`config.mk`:
```
export PLATFORM = sky130hd
export DESIGN_NAME = clipped_circle_rect_span_fill_flat
export DESIGN_NICKNAME = d
export VERILOG_FILES = /design/src/rtl/ccrsf_pkg.sv /design/src/rtl/ccrsf_if.sv /design/src/rtl/clipped_circle_rect_span_fill.sv /design/src/rtl/ccrsf_isqrt.sv /design/src/flat_wrapper.sv
export SDC_FILE = /design/constraint.sdc
export NUM_CORES = 1
export LEC_CHECK = 0
export BUFFER_PORTS_ARGS = -buffer_cell sky130_fd_sc_hd__clkbuf_2
export CAP_MARGIN = 15
export CORE_ASPECT_RATIO = 1.1
export CORE_UTILIZATION = 37
export DETAILED_ROUTE_END_ITERATION = 16
export SLEW_MARGIN = 20
export SYNTH_ARGS = -nofsm -noshare
export SYNTH_HDL_FRONTEND = slang
export SYNTH_SLANG_ARGS = --single-unit
```
`constraint.sdc`:
```
create_clock -name clk -period 6.62 [get_ports clk]
set_input_delay 0.331 -clock clk [delete_from_list [all_inputs] [get_ports clk]]
set_output_delay 0.331 -clock clk [all_outputs]
set_load 0.02 [all_outputs]
```
`src/rtl/ccrsf_pkg.sv`:
```
// Shared types and constants for the circle/rectangle span rasterizer.
// No dependencies; used by the top level, the span checker and the testbench top.
package ccrsf_pkg;

	localparam int ADDR_W = 4;

	typedef enum logic [1:0] {
		REG_FRAME_WIDTH  = 2'd0,
		REG_FRAME_HEIGHT = 2'd1,
		REG_ROW_PITCH    = 2'd2,
		REG_FILL_COLOR   = 2'd3
	} cfg_reg_t;

	typedef enum logic [2:0] {
		ST_IDLE,
		ST_ROW,
		ST_ARG,
		ST_SQRT,
		ST_CLIP,
		ST_ADDR,
		ST_EMIT
	} state_t;

	localparam logic [12:0] FRAME_WIDTH_RST  = 13'd640;
	localparam logic [12:0] FRAME_HEIGHT_RST = 13'd480;
	localparam logic [12:0] ROW_PITCH_RST    = 13'd640;
	localparam logic [31:0] FILL_COLOR_RST   = 32'd0;

endpackage

```
`src/rtl/ccrsf_if.sv`:
```
// Valid/ready channel interfaces for draw commands and span results.
// Stand-alone; used by the top level, the span checker and the testbench top.
interface ccrsf_cmd_if;
	logic               valid;
	logic               ready;
	logic               op;
	logic signed [12:0] pos_x;
	logic signed [12:0] pos_y;
	logic signed [12:0] rect_width;
	logic [6:0]         rect_height;
	logic [5:0]         radius;

	modport source(output valid, op, pos_x, pos_y, rect_width, rect_height, radius,
		input ready);
	modport sink(input valid, op, pos_x, pos_y, rect_width, rect_height, radius,
		output ready);
endinterface

interface ccrsf_span_if;
	logic        valid;
	logic        ready;
	logic        row_visible;
	logic [23:0] span_address;
	logic [12:0] span_length;
	logic [31:0] span_color;
	logic        last_row;

	modport source(output valid, row_visible, span_address, span_length, span_color,
		last_row, input ready);
	modport sink(input valid, row_visible, span_address, span_length, span_color,
		last_row, output ready);
endinterface

```
`src/rtl/clipped_circle_rect_span_fill.sv`:
```
// Channel  | Dir | Handshake        | Payload
// cmd      | in  | valid/ready      | op, pos_x, pos_y, rect_width, rect_height, radius
// span     | out | valid/ready      | row_visible, span_address, span_length, span_color,
//          |     |                  | last_row
// apb      | in  | psel/penable     | paddr[3:2] selects the register, pwdata, prdata
//
// A command is taken only in idle and then runs one row at a time.
// Row states: invisible ROW, EMIT; rectangle ROW, CLIP, ADDR, EMIT; circle adds
// ARG, SQRT (square root steps) after ROW; EMIT waits while the sink holds the span.
// One 13x13 multiplier serves both the circle radicand and row*pitch.
// Reset restores the register defaults and the idle state; no clearing pass.
// Depends on ccrsf_pkg, ccrsf_if and ccrsf_isqrt.
module clipped_circle_rect_span_fill #(
	parameter int MAX_ROWS = 64
) (
	input  logic                       clk,
	input  logic                       arst_n,
	ccrsf_cmd_if.sink                  cmd,
	ccrsf_span_if.source               span,
	input  logic                       psel,
	input  logic                       penable,
	input  logic                       pwrite,
	input  logic [ccrsf_pkg::ADDR_W-1:0] paddr,
	input  logic [31:0]                pwdata,
	output logic [31:0]                prdata,
	output logic                       pready
);

	localparam int RCW = $clog2(MAX_ROWS + 1);
	localparam int RDW = $clog2(MAX_ROWS / 2 + 1);
	localparam int AW  = 2 * RDW;

	ccrsf_pkg::state_t state_q, state_n;

	logic [12:0] fw_q, fh_q, pitch_q;
	logic [31:0] color_q;

	logic               op_q;
	logic signed [12:0] px_q;
	logic signed [12:0] rw_q;
	logic [RDW-1:0]     rad_q;
	logic [RCW-1:0]     rows_q;
	logic [RCW-1:0]     i_q;
	logic signed [14:0] row_q;
	logic               vis_q;
	logic [11:0]        xc_q;
	logic [12:0]        len_q;
	logic [23:0]        addr_q;

	logic        span_valid_q;
	logic        span_vis_q;
	logic [23:0] span_addr_q;
	logic [12:0] span_len_q;
	logic [31:0] span_color_q;
	logic        span_last_q;

	logic [6:0]         rh_cl;
	logic [5:0]         rad_cl;
	logic [RCW-1:0]     rows_in;
	logic               accept;
	logic               vis_w;
	logic               last_w;
	logic               span_free;
	logic [RCW:0]       two_rad_m;
	logic [12:0]        mul_a, mul_b;
	logic [25:0]        mul_p;
	logic               sq_start;
	logic               sq_done;
	logic [RDW-1:0]     sq_root;
	logic signed [15:0] s16, xofs_w, len_w, end_w, xc_w, lim_w, lenc_w, fw16;

	// configuration port
	assign pready = 1'b1;

	always_ff @(posedge clk or negedge arst_n) begin
		if (!arst_n) begin
			fw_q    <= ccrsf_pkg::FRAME_WIDTH_RST;
			fh_q    <= ccrsf_pkg::FRAME_HEIGHT_RST;
			pitch_q <= ccrsf_pkg::ROW_PITCH_RST;
			color_q <= ccrsf_pkg::FILL_COLOR_RST;
		end else if (psel && penable && pwrite) begin
			unique case (ccrsf_pkg::cfg_reg_t'(paddr[3:2]))
				ccrsf_pkg::REG_FRAME_WIDTH:  fw_q    <= pwdata[12:0];
				ccrsf_pkg::REG_FRAME_HEIGHT: fh_q    <= pwdata[12:0];
				ccrsf_pkg::REG_ROW_PITCH:    pitch_q <= pwdata[12:0];
				ccrsf_pkg::REG_FILL_COLOR:   color_q <= pwdata;
				default: ;
			endcase
		end
	end

	always_comb begin
		unique case (ccrsf_pkg::cfg_reg_t'(paddr[3:2]))
			ccrsf_pkg::REG_FRAME_WIDTH:  prdata = {19'd0, fw_q};
			ccrsf_pkg::REG_FRAME_HEIGHT: prdata = {19'd0, fh_q};
			ccrsf_pkg::REG_ROW_PITCH:    prdata = {19'd0, pitch_q};
			ccrsf_pkg::REG_FILL_COLOR:   prdata = color_q;
			default:                     prdata = '0;
		endcase
	end

	// command decode
	assign rh_cl   = (cmd.rect_height > 7'(MAX_ROWS)) ? 7'(MAX_ROWS) : cmd.rect_height;
	assign rad_cl  = (cmd.radius > 6'(MAX_ROWS / 2)) ? 6'(MAX_ROWS / 2) : cmd.radius;
	assign rows_in = cmd.op ? RCW'({rad_cl, 1'b0}) : RCW'(rh_cl);
	assign cmd.ready = (state_q == ccrsf_pkg::ST_IDLE);
	assign accept    = cmd.valid && cmd.ready;

	assign vis_w     = !row_q[14] && (row_q < $signed({2'b00, fh_q}));
	assign last_w    = ((RCW+1)'(i_q) + (RCW+1)'(1)) == (RCW+1)'(rows_q);
	assign span_free = !span_valid_q || span.ready;

	// shared multiplier: radicand i*(2r-i) or row*pitch
	assign two_rad_m = (RCW+1)'({rad_q, 1'b0}) - (RCW+1)'(i_q);
	always_comb begin
		if (state_q == ccrsf_pkg::ST_ARG) begin
			mul_a = 13'(i_q);
			mul_b = 13'(two_rad_m);
		end else begin
			mul_a = row_q[12:0];
			mul_b = pitch_q;
		end
	end
	assign mul_p = mul_a * mul_b;

	assign sq_start = (state_q == ccrsf_pkg::ST_ARG);

	ccrsf_isqrt #(
		.AW(AW)
	) u_isqrt (
		.clk   (clk),
		.arst_n(arst_n),
		.start (sq_start),
		.arg   (mul_p[AW-1:0]),
		.done  (sq_done),
		.root  (sq_root)
	);

	// horizontal clip
	assign s16    = $signed(16'(sq_root));
	assign fw16   = $signed({3'b000, fw_q});
	assign xofs_w = op_q ? $signed({{3{px_q[12]}}, px_q}) - s16
		: $signed({{3{px_q[12]}}, px_q});
	assign len_w  = op_q ? (s16 <<< 1) : $signed({{3{rw_q[12]}}, rw_q});
	assign end_w  = xofs_w + len_w;
	assign xc_w   = xofs_w[15] ? 16'sd0 : xofs_w;
	assign lim_w  = (end_w >= fw16) ? fw16 : end_w;
	assign lenc_w = lim_w - xc_w;

	// sequencer
	always_ff @(posedge clk or negedge arst_n) begin
		if (!arst_n) begin
			state_q <= ccrsf_pkg::ST_IDLE;
		end else begin
			state_q <= state_n;
		end
	end

	always_comb begin
		state_n = state_q;
		unique case (state_q)
			ccrsf_pkg::ST_IDLE: begin
				if (accept && rows_in != '0) state_n = ccrsf_pkg::ST_ROW;
			end
			ccrsf_pkg::ST_ROW: begin
				if (!vis_w)    state_n = ccrsf_pkg::ST_EMIT;
				else if (op_q) state_n = ccrsf_pkg::ST_ARG;
				else           state_n = ccrsf_pkg::ST_CLIP;
			end
			ccrsf_pkg::ST_ARG:  state_n = ccrsf_pkg::ST_SQRT;
			ccrsf_pkg::ST_SQRT: begin
				if (sq_done) state_n = ccrsf_pkg::ST_CLIP;
			end
			ccrsf_pkg::ST_CLIP: state_n = ccrsf_pkg::ST_ADDR;
			ccrsf_pkg::ST_ADDR: state_n = ccrsf_pkg::ST_EMIT;
			ccrsf_pkg::ST_EMIT: begin
				if (span_free) state_n = last_w ? ccrsf_pkg::ST_IDLE : ccrsf_pkg::ST_ROW;
			end
			default: state_n = ccrsf_pkg::ST_IDLE;
		endcase
	end

	always_ff @(posedge clk) begin
		if (accept) begin
			op_q   <= cmd.op;
			px_q   <= cmd.pos_x;
			rw_q   <= cmd.rect_width;
			rad_q  <= RDW'(rad_cl);
			rows_q <= rows_in;
			i_q    <= '0;
			row_q  <= $signed({{2{cmd.pos_y[12]}}, cmd.pos_y})
				- $signed(cmd.op ? {9'd0, rad_cl} : 15'd0);
		end
		if (state_q == ccrsf_pkg::ST_ROW) begin
			vis_q <= vis_w;
		end
		if (state_q == ccrsf_pkg::ST_CLIP) begin
			xc_q  <= xc_w[11:0];
			len_q <= (lenc_w > 16'sd0) ? lenc_w[12:0] : 13'd0;
		end
		if (state_q == ccrsf_pkg::ST_ADDR) begin
			addr_q <= 24'(mul_p + 26'(xc_q));
		end
		if (state_q == ccrsf_pkg::ST_EMIT && span_free) begin
			i_q   <= i_q + RCW'(1);
			row_q <= row_q + 15'sd1;
		end
	end

	// span output register
	always_ff @(posedge clk or negedge arst_n) begin
		if (!arst_n) begin
			span_valid_q <= 1'b0;
		end else if (state_q == ccrsf_pkg::ST_EMIT && span_free) begin
			span_valid_q <= 1'b1;
		end else if (span.ready) begin
			span_valid_q <= 1'b0;
		end
	end

	always_ff @(posedge clk) begin
		if (state_q == ccrsf_pkg::ST_EMIT && span_free) begin
			span_vis_q   <= vis_q;
			span_addr_q  <= vis_q ? addr_q : 24'd0;
			span_len_q   <= vis_q ? len_q : 13'd0;
			span_color_q <= color_q;
			span_last_q  <= last_w;
		end
	end

	assign span.valid        = span_valid_q;
	assign span.row_visible  = span_vis_q;
	assign span.span_address = span_addr_q;
	assign span.span_length  = span_len_q;
	assign span.span_color   = span_color_q;
	assign span.last_row     = span_last_q;

endmodule

```
`src/rtl/ccrsf_isqrt.sv`:
```
// Iterative integer square root, one result bit per iteration; a start while busy restarts it.
// No package dependencies; instantiated by the span rasterizer top level.
module ccrsf_isqrt #(
	parameter int AW = 12
) (
	input  logic              clk,
	input  logic              arst_n,
	input  logic              start,
	input  logic [AW-1:0]     arg,
	output logic              done,
	output logic [AW/2-1:0]   root
);

	logic [AW-1:0] rem_q;
	logic [AW-1:0] res_q;
	logic [AW-1:0] bit_q;
	logic [AW-1:0] trial;
	logic          busy_q;
	logic          done_q;

	assign trial = res_q + bit_q;

	always_ff @(posedge clk or negedge arst_n) begin
		if (!arst_n) begin
			busy_q <= 1'b0;
			done_q <= 1'b0;
		end else begin
			done_q <= 1'b0;
			if (start) begin
				busy_q <= 1'b1;
			end else if (busy_q && bit_q[0]) begin
				busy_q <= 1'b0;
				done_q <= 1'b1;
			end
		end
	end

	always_ff @(posedge clk) begin
		if (start) begin
			rem_q <= arg;
			res_q <= '0;
			bit_q <= AW'(1) << (AW - 2);
		end else if (busy_q) begin
			if (rem_q >= trial) begin
				rem_q <= rem_q - trial;
				res_q <= (res_q >> 1) + bit_q;
			end else begin
				res_q <= res_q >> 1;
			end
			bit_q <= bit_q >> 2;
		end
	end

	assign done = done_q;
	assign root = res_q[AW/2-1:0];

endmodule

```
`src/flat_wrapper.sv`:
```
// flat-port wrapper written by rule: the top's interface ports become plain ports
module clipped_circle_rect_span_fill_flat 
#(
	parameter int MAX_ROWS = 64
)
  (clk, arst_n, psel, penable, pwrite, paddr, pwdata, prdata, pready, cmd_valid, cmd_op, cmd_pos_x, cmd_pos_y, cmd_rect_width, cmd_rect_height, cmd_radius, cmd_ready, span_valid, span_row_visible, span_span_address, span_span_length, span_span_color, span_last_row, span_ready);
  ccrsf_cmd_if cmd_i ();
  ccrsf_span_if span_i ();
  input  logic clk;
  input  logic arst_n;
  input  logic psel;
  input  logic penable;
  input  logic pwrite;
  input  logic [ccrsf_pkg::ADDR_W-1:0] paddr;
  input  logic [31:0] pwdata;
  output logic [31:0] prdata;
  output logic pready;
  input wire logic [$bits(cmd_i.valid)-1:0] cmd_valid;
  input wire logic [$bits(cmd_i.op)-1:0] cmd_op;
  input wire logic [$bits(cmd_i.pos_x)-1:0] cmd_pos_x;
  input wire logic [$bits(cmd_i.pos_y)-1:0] cmd_pos_y;
  input wire logic [$bits(cmd_i.rect_width)-1:0] cmd_rect_width;
  input wire logic [$bits(cmd_i.rect_height)-1:0] cmd_rect_height;
  input wire logic [$bits(cmd_i.radius)-1:0] cmd_radius;
  output wire logic [$bits(cmd_i.ready)-1:0] cmd_ready;
  output wire logic [$bits(span_i.valid)-1:0] span_valid;
  output wire logic [$bits(span_i.row_visible)-1:0] span_row_visible;
  output wire logic [$bits(span_i.span_address)-1:0] span_span_address;
  output wire logic [$bits(span_i.span_length)-1:0] span_span_length;
  output wire logic [$bits(span_i.span_color)-1:0] span_span_color;
  output wire logic [$bits(span_i.last_row)-1:0] span_last_row;
  input wire logic [$bits(span_i.ready)-1:0] span_ready;
  assign cmd_i.valid = cmd_valid;
  assign cmd_i.op = cmd_op;
  assign cmd_i.pos_x = cmd_pos_x;
  assign cmd_i.pos_y = cmd_pos_y;
  assign cmd_i.rect_width = cmd_rect_width;
  assign cmd_i.rect_height = cmd_rect_height;
  assign cmd_i.radius = cmd_radius;
  assign cmd_ready = cmd_i.ready;
  assign span_valid = span_i.valid;
  assign span_row_visible = span_i.row_visible;
  assign span_span_address = span_i.span_address;
  assign span_span_length = span_i.span_length;
  assign span_span_color = span_i.span_color;
  assign span_last_row = span_i.last_row;
  assign span_i.ready = span_ready;
  clipped_circle_rect_span_fill #(.MAX_ROWS(MAX_ROWS)) u_core (.clk(clk), .arst_n(arst_n), .cmd(cmd_i), .span(span_i), .psel(psel), .penable(penable), .pwrite(pwrite), .paddr(paddr), .pwdata(pwdata), .prdata(prdata), .pready(pready));
endmodule
```
Word-level counts from Yosys, hierarchy flattened --
Index checks and enable logic that the tools add are counted.
Operators by class: add/subtract/negate cells 12, multiply operators 1, divide/modulo/power cells 0, $lt $le $gt $ge 6, equality and inequality tests 13, shift-type cells 0, multiplexer cells 32, bitwise gates (word level) 0, reduce and logical (&&, ||, !) cells 24
Operators with widths (count):
- one-hot mux 32 bit (4 select lines) | 1
- two-way mux 12 bit | 4
- two-way mux 16 bit | 3
- two-way mux 15 bit | 3
- two-way mux 7 bit | 4
- subtractor 13 x 7 -> 14 bit | 2
- two-way mux 13 bit | 2
- adder 24 x 12 -> 24 bit | 1
- multiplier 13 x 13 -> 24 bit | 1
- one-hot mux 3 bit (7 select lines) | 1
- adder 16 bit | 1
- greater-or-equal comparator 16 x 14 -> 1 bit | 1
- greater-than comparator 16 x 1 -> 1 bit, second input constant | 1
- subtractor 16 bit | 1
- adder 15 x 2 -> 15 bit, second input constant | 1
- less-than comparator 15 x 14 -> 1 bit | 1
- two-way mux 3 bit | 5
- adder 11 x 11 -> 12 bit | 1
- adder 12 x 11 -> 12 bit | 1
- greater-or-equal comparator 12 bit | 1
- two-way mux 6 bit | 2
- subtractor 12 bit | 1
- AND reduction 2 bit | 5
- nonzero test 2 bit | 5
- 21 further kinds | 39
Storage, ports and cells: register bits 290, bits in latches 0, RAM bits 0, memory bits (read-only) 0, input port bits 96, output and inout port bits 106, logic and storage cells 115, memories kept 0

Logic depth before layout (Yosys ltp) --
depth in word-level cells 7, depth in mapped cells 38, gate-level depth less buffers 37

Modules after synthesis --
Synthesis repeated with hierarchy kept, for this count alone.
Second synthesis, totals: cell total of the unflattened synthesis 2104, area total of the unflattened synthesis 21862.2 µm²
By module, submodules not included:
- clipped_circle_rect_span_fill | times used 1, cells each 1834, area an instance 19452.4 µm², seq. area each 7382.1 µm²
- ccrsf_isqrt | times used 1, cells each 270, area an instance 2409.8 µm², seq. area each 770.7 µm²

Worst setup path before layout --
OpenSTA, ideal clock, no wires.
kind reg-to-reg, from register u_core.u_isqrt.res_q[1], to register u_core.len_q[1] (data pin), library setup time 0.267 ns, data arrival time 7.011 ns, data required time 6.353 ns, slack -0.659 ns, stages on the path, launching flop included 38, buffers on the path 1, period minus slack after synthesis 7.279 ns, path through dfxtp_1 > inv_1 > ha_1 > nor2b_1 > o21ai_0 > nand2b_1 > a21o_1 > a21o_1 > xor2_1 > mux2_2 > ha_1 > o21ai_0 > nor2b_1 > o31ai_1 > xor2_1 > ha_1 > a21o_1 > a21oi_1 > [... 2 more ...] > nand2_1 > a41oi_1 > o211ai_1 > nand4_1 > buf_2 > mux2i_1 > ha_1 > inv_1 > fa_1 > a21o_1 > a21oi_1 > o21bai_1 > a31o_2 > a311oi_1 > xor2_1 > and2_1 > a41o_1 > a21boi_0
Between the ends: word-level cells in the longest chain between the ends 7, elaborated cells on any way between the ends 9, those cells by class add/sub (3); order compare (2); mux (4)
Ends and longest elaborated chain:
- start, declared | line ccrsf_isqrt.sv:15 | logic [AW-1:0] res_q;
- start signal, assigned | line ccrsf_isqrt.sv:46 | res_q <= (res_q >> 1) + bit_q;
- start signal, assigned | line ccrsf_isqrt.sv:48 | res_q <= res_q >> 1;
- subtractor 13 x 7 -> 14 bit | line clipped_circle_rect_span_fill.sv:142 | assign xofs_w = op_q ? $signed({{3{px_q[12]}}, px_q}) - s16
- two-way mux 16 bit | line clipped_circle_rect_span_fill.sv:142
- adder 16 bit | line clipped_circle_rect_span_fill.sv:145 | assign end_w = xofs_w + len_w;
- greater-or-equal comparator 16 x 14 -> 1 bit | line clipped_circle_rect_span_fill.sv:147 | assign lim_w = (end_w >= fw16) ? fw16 : end_w;
- two-way mux 16 bit | line clipped_circle_rect_span_fill.sv:147
- subtractor 16 bit (*) | line clipped_circle_rect_span_fill.sv:148 | assign lenc_w = lim_w - xc_w;
- greater-than comparator 16 x 1 -> 1 bit | line clipped_circle_rect_span_fill.sv:199 | len_q <= (lenc_w > 16'sd0) ? lenc_w[12:0] : 13'd0;
- end signal, assigned | line clipped_circle_rect_span_fill.sv:199
- end, declared | line clipped_circle_rect_span_fill.sv:47 | logic [12:0] len_q;
Mark *: on every way between the ends. The rest lies on a longest branch, timed or not. A chain may end at the register's enable or synchronous reset.

Worst setup path in the final report --
from register u_core.px_q[1], to register u_core.len_q[1] (data pin)
Between the ends: word-level cells in the longest chain between the ends 7, elaborated cells on any way between the ends 8, those cells by class add/sub (3); order compare (2); mux (3)
Ends and longest elaborated chain:
- start, declared | line clipped_circle_rect_span_fill.sv:39 | logic signed [12:0] px_q;
- start signal, assigned | line clipped_circle_rect_span_fill.sv:186 | px_q <= cmd.pos_x;
- subtractor 13 x 7 -> 14 bit | line clipped_circle_rect_span_fill.sv:142
- two-way mux 16 bit (*) | line clipped_circle_rect_span_fill.sv:142
- adder 16 bit | line clipped_circle_rect_span_fill.sv:145
- greater-or-equal comparator 16 x 14 -> 1 bit | line clipped_circle_rect_span_fill.sv:147
- two-way mux 16 bit | line clipped_circle_rect_span_fill.sv:147
- subtractor 16 bit (*) | line clipped_circle_rect_span_fill.sv:148
- greater-than comparator 16 x 1 -> 1 bit | line clipped_circle_rect_span_fill.sv:199
Marked as above.

==> key figures <==
Drt
  – Detailed Route WL: 61.92 mm
  – Met1 wire length: approximately 26 mm
  – Drt wl/cell: 18.51 um
  – Detail-routed via count per cell: between 5 and 6
  – DR pass1 iterations: 5
  – DR WL met3: 2.707 mm
  – Initial DRC Count: 853
  – Routed wl met2: 30.76 mm
  – Top sig layer: met4
  – Vias: between 15000 and 20000
  – ANT nets after route: 0
  – DRC: 0

Worst setup path
  – CP max stage delay: around 0.38 ns
  – CP arrival: between 7 and 8 ns
  – Crit path top cell by count: a21o_1
  – Worst setup SP type: flop
  – CP endpoint kind: flop
  – CP max stage cell: edfxtp_1
  – CP required: just under 7 ns
  – Critical path class: flop to flop
  – Peak fanout along the critical path: 7

Global routing
  – Vias in the first global route: ~17000
  – Grt total ovfl: 0
  – Total global-route track usage: ~21%
  – Initial antenna violation count: 0
  – Wire length of the first global-routing pass: 94.95 mm
  – Largest net degree at the start of global routing: 78

Synth
  – Post-synthesis compound-gate area fraction: 9.469%
  – Async set-reset flop share out of synthesis: roughly a quarter
  – Synth Area in Simple Gates: about 14%
  – Top_reg_cell synth: edfxtp_1
  – Yosys warns: 0
  – Number of synthesized flops with an enable pin: roughly 200
  – Largest family of logic cells by synthesized area: adder cells
  – Synthesized net count: between 2000 and 2500
  – XOR/XNOR Fraction of Synth Area: about 5.2%
  – Post-Syn Instances: slightly above 2000
  – Yosys cell types: between 70 and 80
  – Syn Std Cell Area: 0.02157 mm2
  – Post-synthesis adder-cell area fraction: between 20 and 25%
  – Register area share after synthesis: a little under two fifths
  – Mux contribution to synthesized area: under 10%
  – Synthesized flop and latch total: between 200 and 300
  – Syn avg cell area: 10.38 um2

Finish
  – Final core utilization: slightly below 50%
  – Most common cell after layout, fill and taps aside: buf_4
  – Nets: 2964
  – Area grow syn2layout: 30.34%
  – Most frequent cells in the layout: buf_4 (276), nand2_1 (210), inv_1 (208), clkbuf_2 (197), edfxtp_1 (195)
  – Seq. cell area: around 0.008 mm2
  – Antenna cells: 0
  – Fill cells: between 5000 and 6000
  – Layout cells sized above 1: approximately a third
  – Footprint of the multi-input gates: 0.01329 mm2

Die
  – # IOs: around 200
  – Initial core utilization: ~38%
  – Chip height: roughly 260 um
  – Total core area: roughly 0.057 mm2
  – Die ar.: 0.05926 mm2
  – Core Rows: 92
  – Die width: 232.2 um

STA
  – Final Setup Violations: 25
  – RSZ-0062 raised after global routing: yes
  – Slew headroom: roughly a third
  – Tcrit/Tclk final: 106.3%
  – Post-layout min period: 7.037 ns
  – Clock skew: 0.02075 ns
  – Final number of hold-violating endpoints: 0
  – Worst Max-Slew Pin Slew: about 1.0 ns
  – F_max: about 140 MHz
  – Setup ws final: -0.4170 ns
  – Fin. max-slew vios: 0

Clock network
  – Reg clk slew, reported paths: around 0.060 ns
  – H-tree Lvls: 2
  – Worst skew pair latency: 0.56 ns
  – CTS tree: yes
  – Clk sink count: 290
  – Root Buffer: clkbuf_16
  – CTS Buf Count: 35
  – Deepest clock path buffer count: 3

Outcome
  – Failing checks: negative setup slack
  – Status: finished with violations

Min path
  – Hold/Removal Path Class: input port to flop

Placement
  – Input/output buffers: between 150 and 200
  – HPWL Detailed: between 40 and 50 mm
  – RD Place Congestion: a little over 0.9

Job
  – MaxCap Viol Count: 0
[kinds of logic after synthesis]
logic type,after synthesis
xor gates and xnor gates,129
AOI/OAI and AO/OA,315
DFF,290
muxes,103
adders and majority gates,300
other,1
and+or+nand+nor,629
buffers and inverters,310
[layer usage]
metal,up-vias,GRT usage (%)
met4,0,7.218
met2,402,35.77
met1,8283,26.41
li1,8102,-
met5,-,0
met3,112,2.640
[cell usage after synthesis, types with 9 or more instances]
master    instances  area share, %
a211oi_1          9           0.31
a21o_1           30            1.0
a21oi_1          81            1.9
a31oi_1          13           0.38
and2_1           75            2.2
and3_1           63            1.8
buf_1            13           0.23
clkbuf_1         67            1.2
dfrtp_1          69            8.0
dfxtp_1          18            1.7
edfxtp_1        195             27
fa_1            127             12
ha_1            173             10
inv_1           226            3.9
mux2_2           69            3.6
mux2i_1          21           0.97
mux4_2           13            1.4
nand2_1         226            3.9
nand2b_1         12           0.35
nand3_1          30           0.70
nand4_1          10           0.29
nor2_1          106            1.8
nor2b_1          38            1.1
nor3_1           26           0.60
o21a_1           18           0.63
o21ai_0          76            1.8
o21ai_1          12           0.28
o21bai_1         11           0.38
or3_1            14           0.41
xnor2_1          76            3.1
xor2_1           53            2.2
[stage by stage]
stage	cells	setup TNS, ns	hold WS (ns)	area (um2)	worst slack [ns]
6_report	3345	-6.904	0.03280	28110	-0.4170
5_1_grt	3345	-14.90	0.03156	28110	-0.8142
4_1_cts	3325	-7.035	0.002832	27540	-0.3835
3_5_place_dp	3193	-16.86	0.4469	25280	-0.7992
3_3_place_gp	3193	-13.93	0.4440	25280	-0.7434
2_1_floorplan	2077	-0.7039	0.03541	21730	-0.1178
[area by class of cell]
cell class                      instances  share of cell area [%]
Clock inverter                         16                  0.5876
Clock buffer                           46                   3.405
Inverter                              226                   3.027
Multi-Input combinational cell       1477                   47.26
Tap cell                              752                   3.347
Sequential cell                       290                   29.02
Timing Repair Buffer                  538                   13.35
[worst max-delay path: cells and delay by family (launching register included)]
kind	cells	cell delay [ns]
AO/OA/AOI/OAI	17	2.87
XOR/XNOR	3	0.50
adder cells (fa/ha/maj)	5	1.28
buffers and inverters	2	0.17
flip-flops	1	0.38
multiplexers	2	0.53
AND/OR/NAND/NOR	7	1.02
[final timing paths]
kind	from	end	depth (start not counted)	slack, ns
worst max register to register	u_core.px_q[1]	u_core.len_q[1]	36	-0.42
worst min-delay path	pwdata[1]	u_core.fh_q[1]	3	0.03
worst max-delay path	u_core.px_q[1]	u_core.len_q[1]	36	-0.42
max in group asynchronous	arst_n	u_core.color_q[21]	2	5.68
min in group asynchronous	arst_n	u_core.u_isqrt.busy_q	2	0.35
worst min register to register	u_core.color_q[30]	u_core.span.span_color[30]	0	0.47
[registers in the layout (all words and copies together) (netlist names), 6 cells and up]
signal / count
u_core.color_q: 32
u_core.span.span_color: 32
u_core.addr_q: 24
u_core.span.span_address: 24
u_core.row_q: 15
u_core.fh_q: 13
u_core.fw_q: 13
u_core.len_q: 13
u_core.pitch_q: 13
u_core.px_q: 13
u_core.rw_q: 13
u_core.span.span_length: 13
u_core.u_isqrt.rem_q: 12
u_core.u_isqrt.res_q: 12
u_core.xc_q: 12
u_core.i_q: 7
u_core.rows_q: 7
u_core.rad_q: 6
u_core.u_isqrt.bit_q: 6
[repair_timing]
item | CTS | global route
resized for setup | 106 | 88
hold buffers | 47 | 0
endpoints found under the setup margin | 28 | 27
buffers inserted | 25 | 21
pin swaps | 127 | 82
hold endpoints to repair | 54 | 0
Power is not shown: default switching activity piles up to over one toggle a cycle in this logic, so the estimate is an artifact.
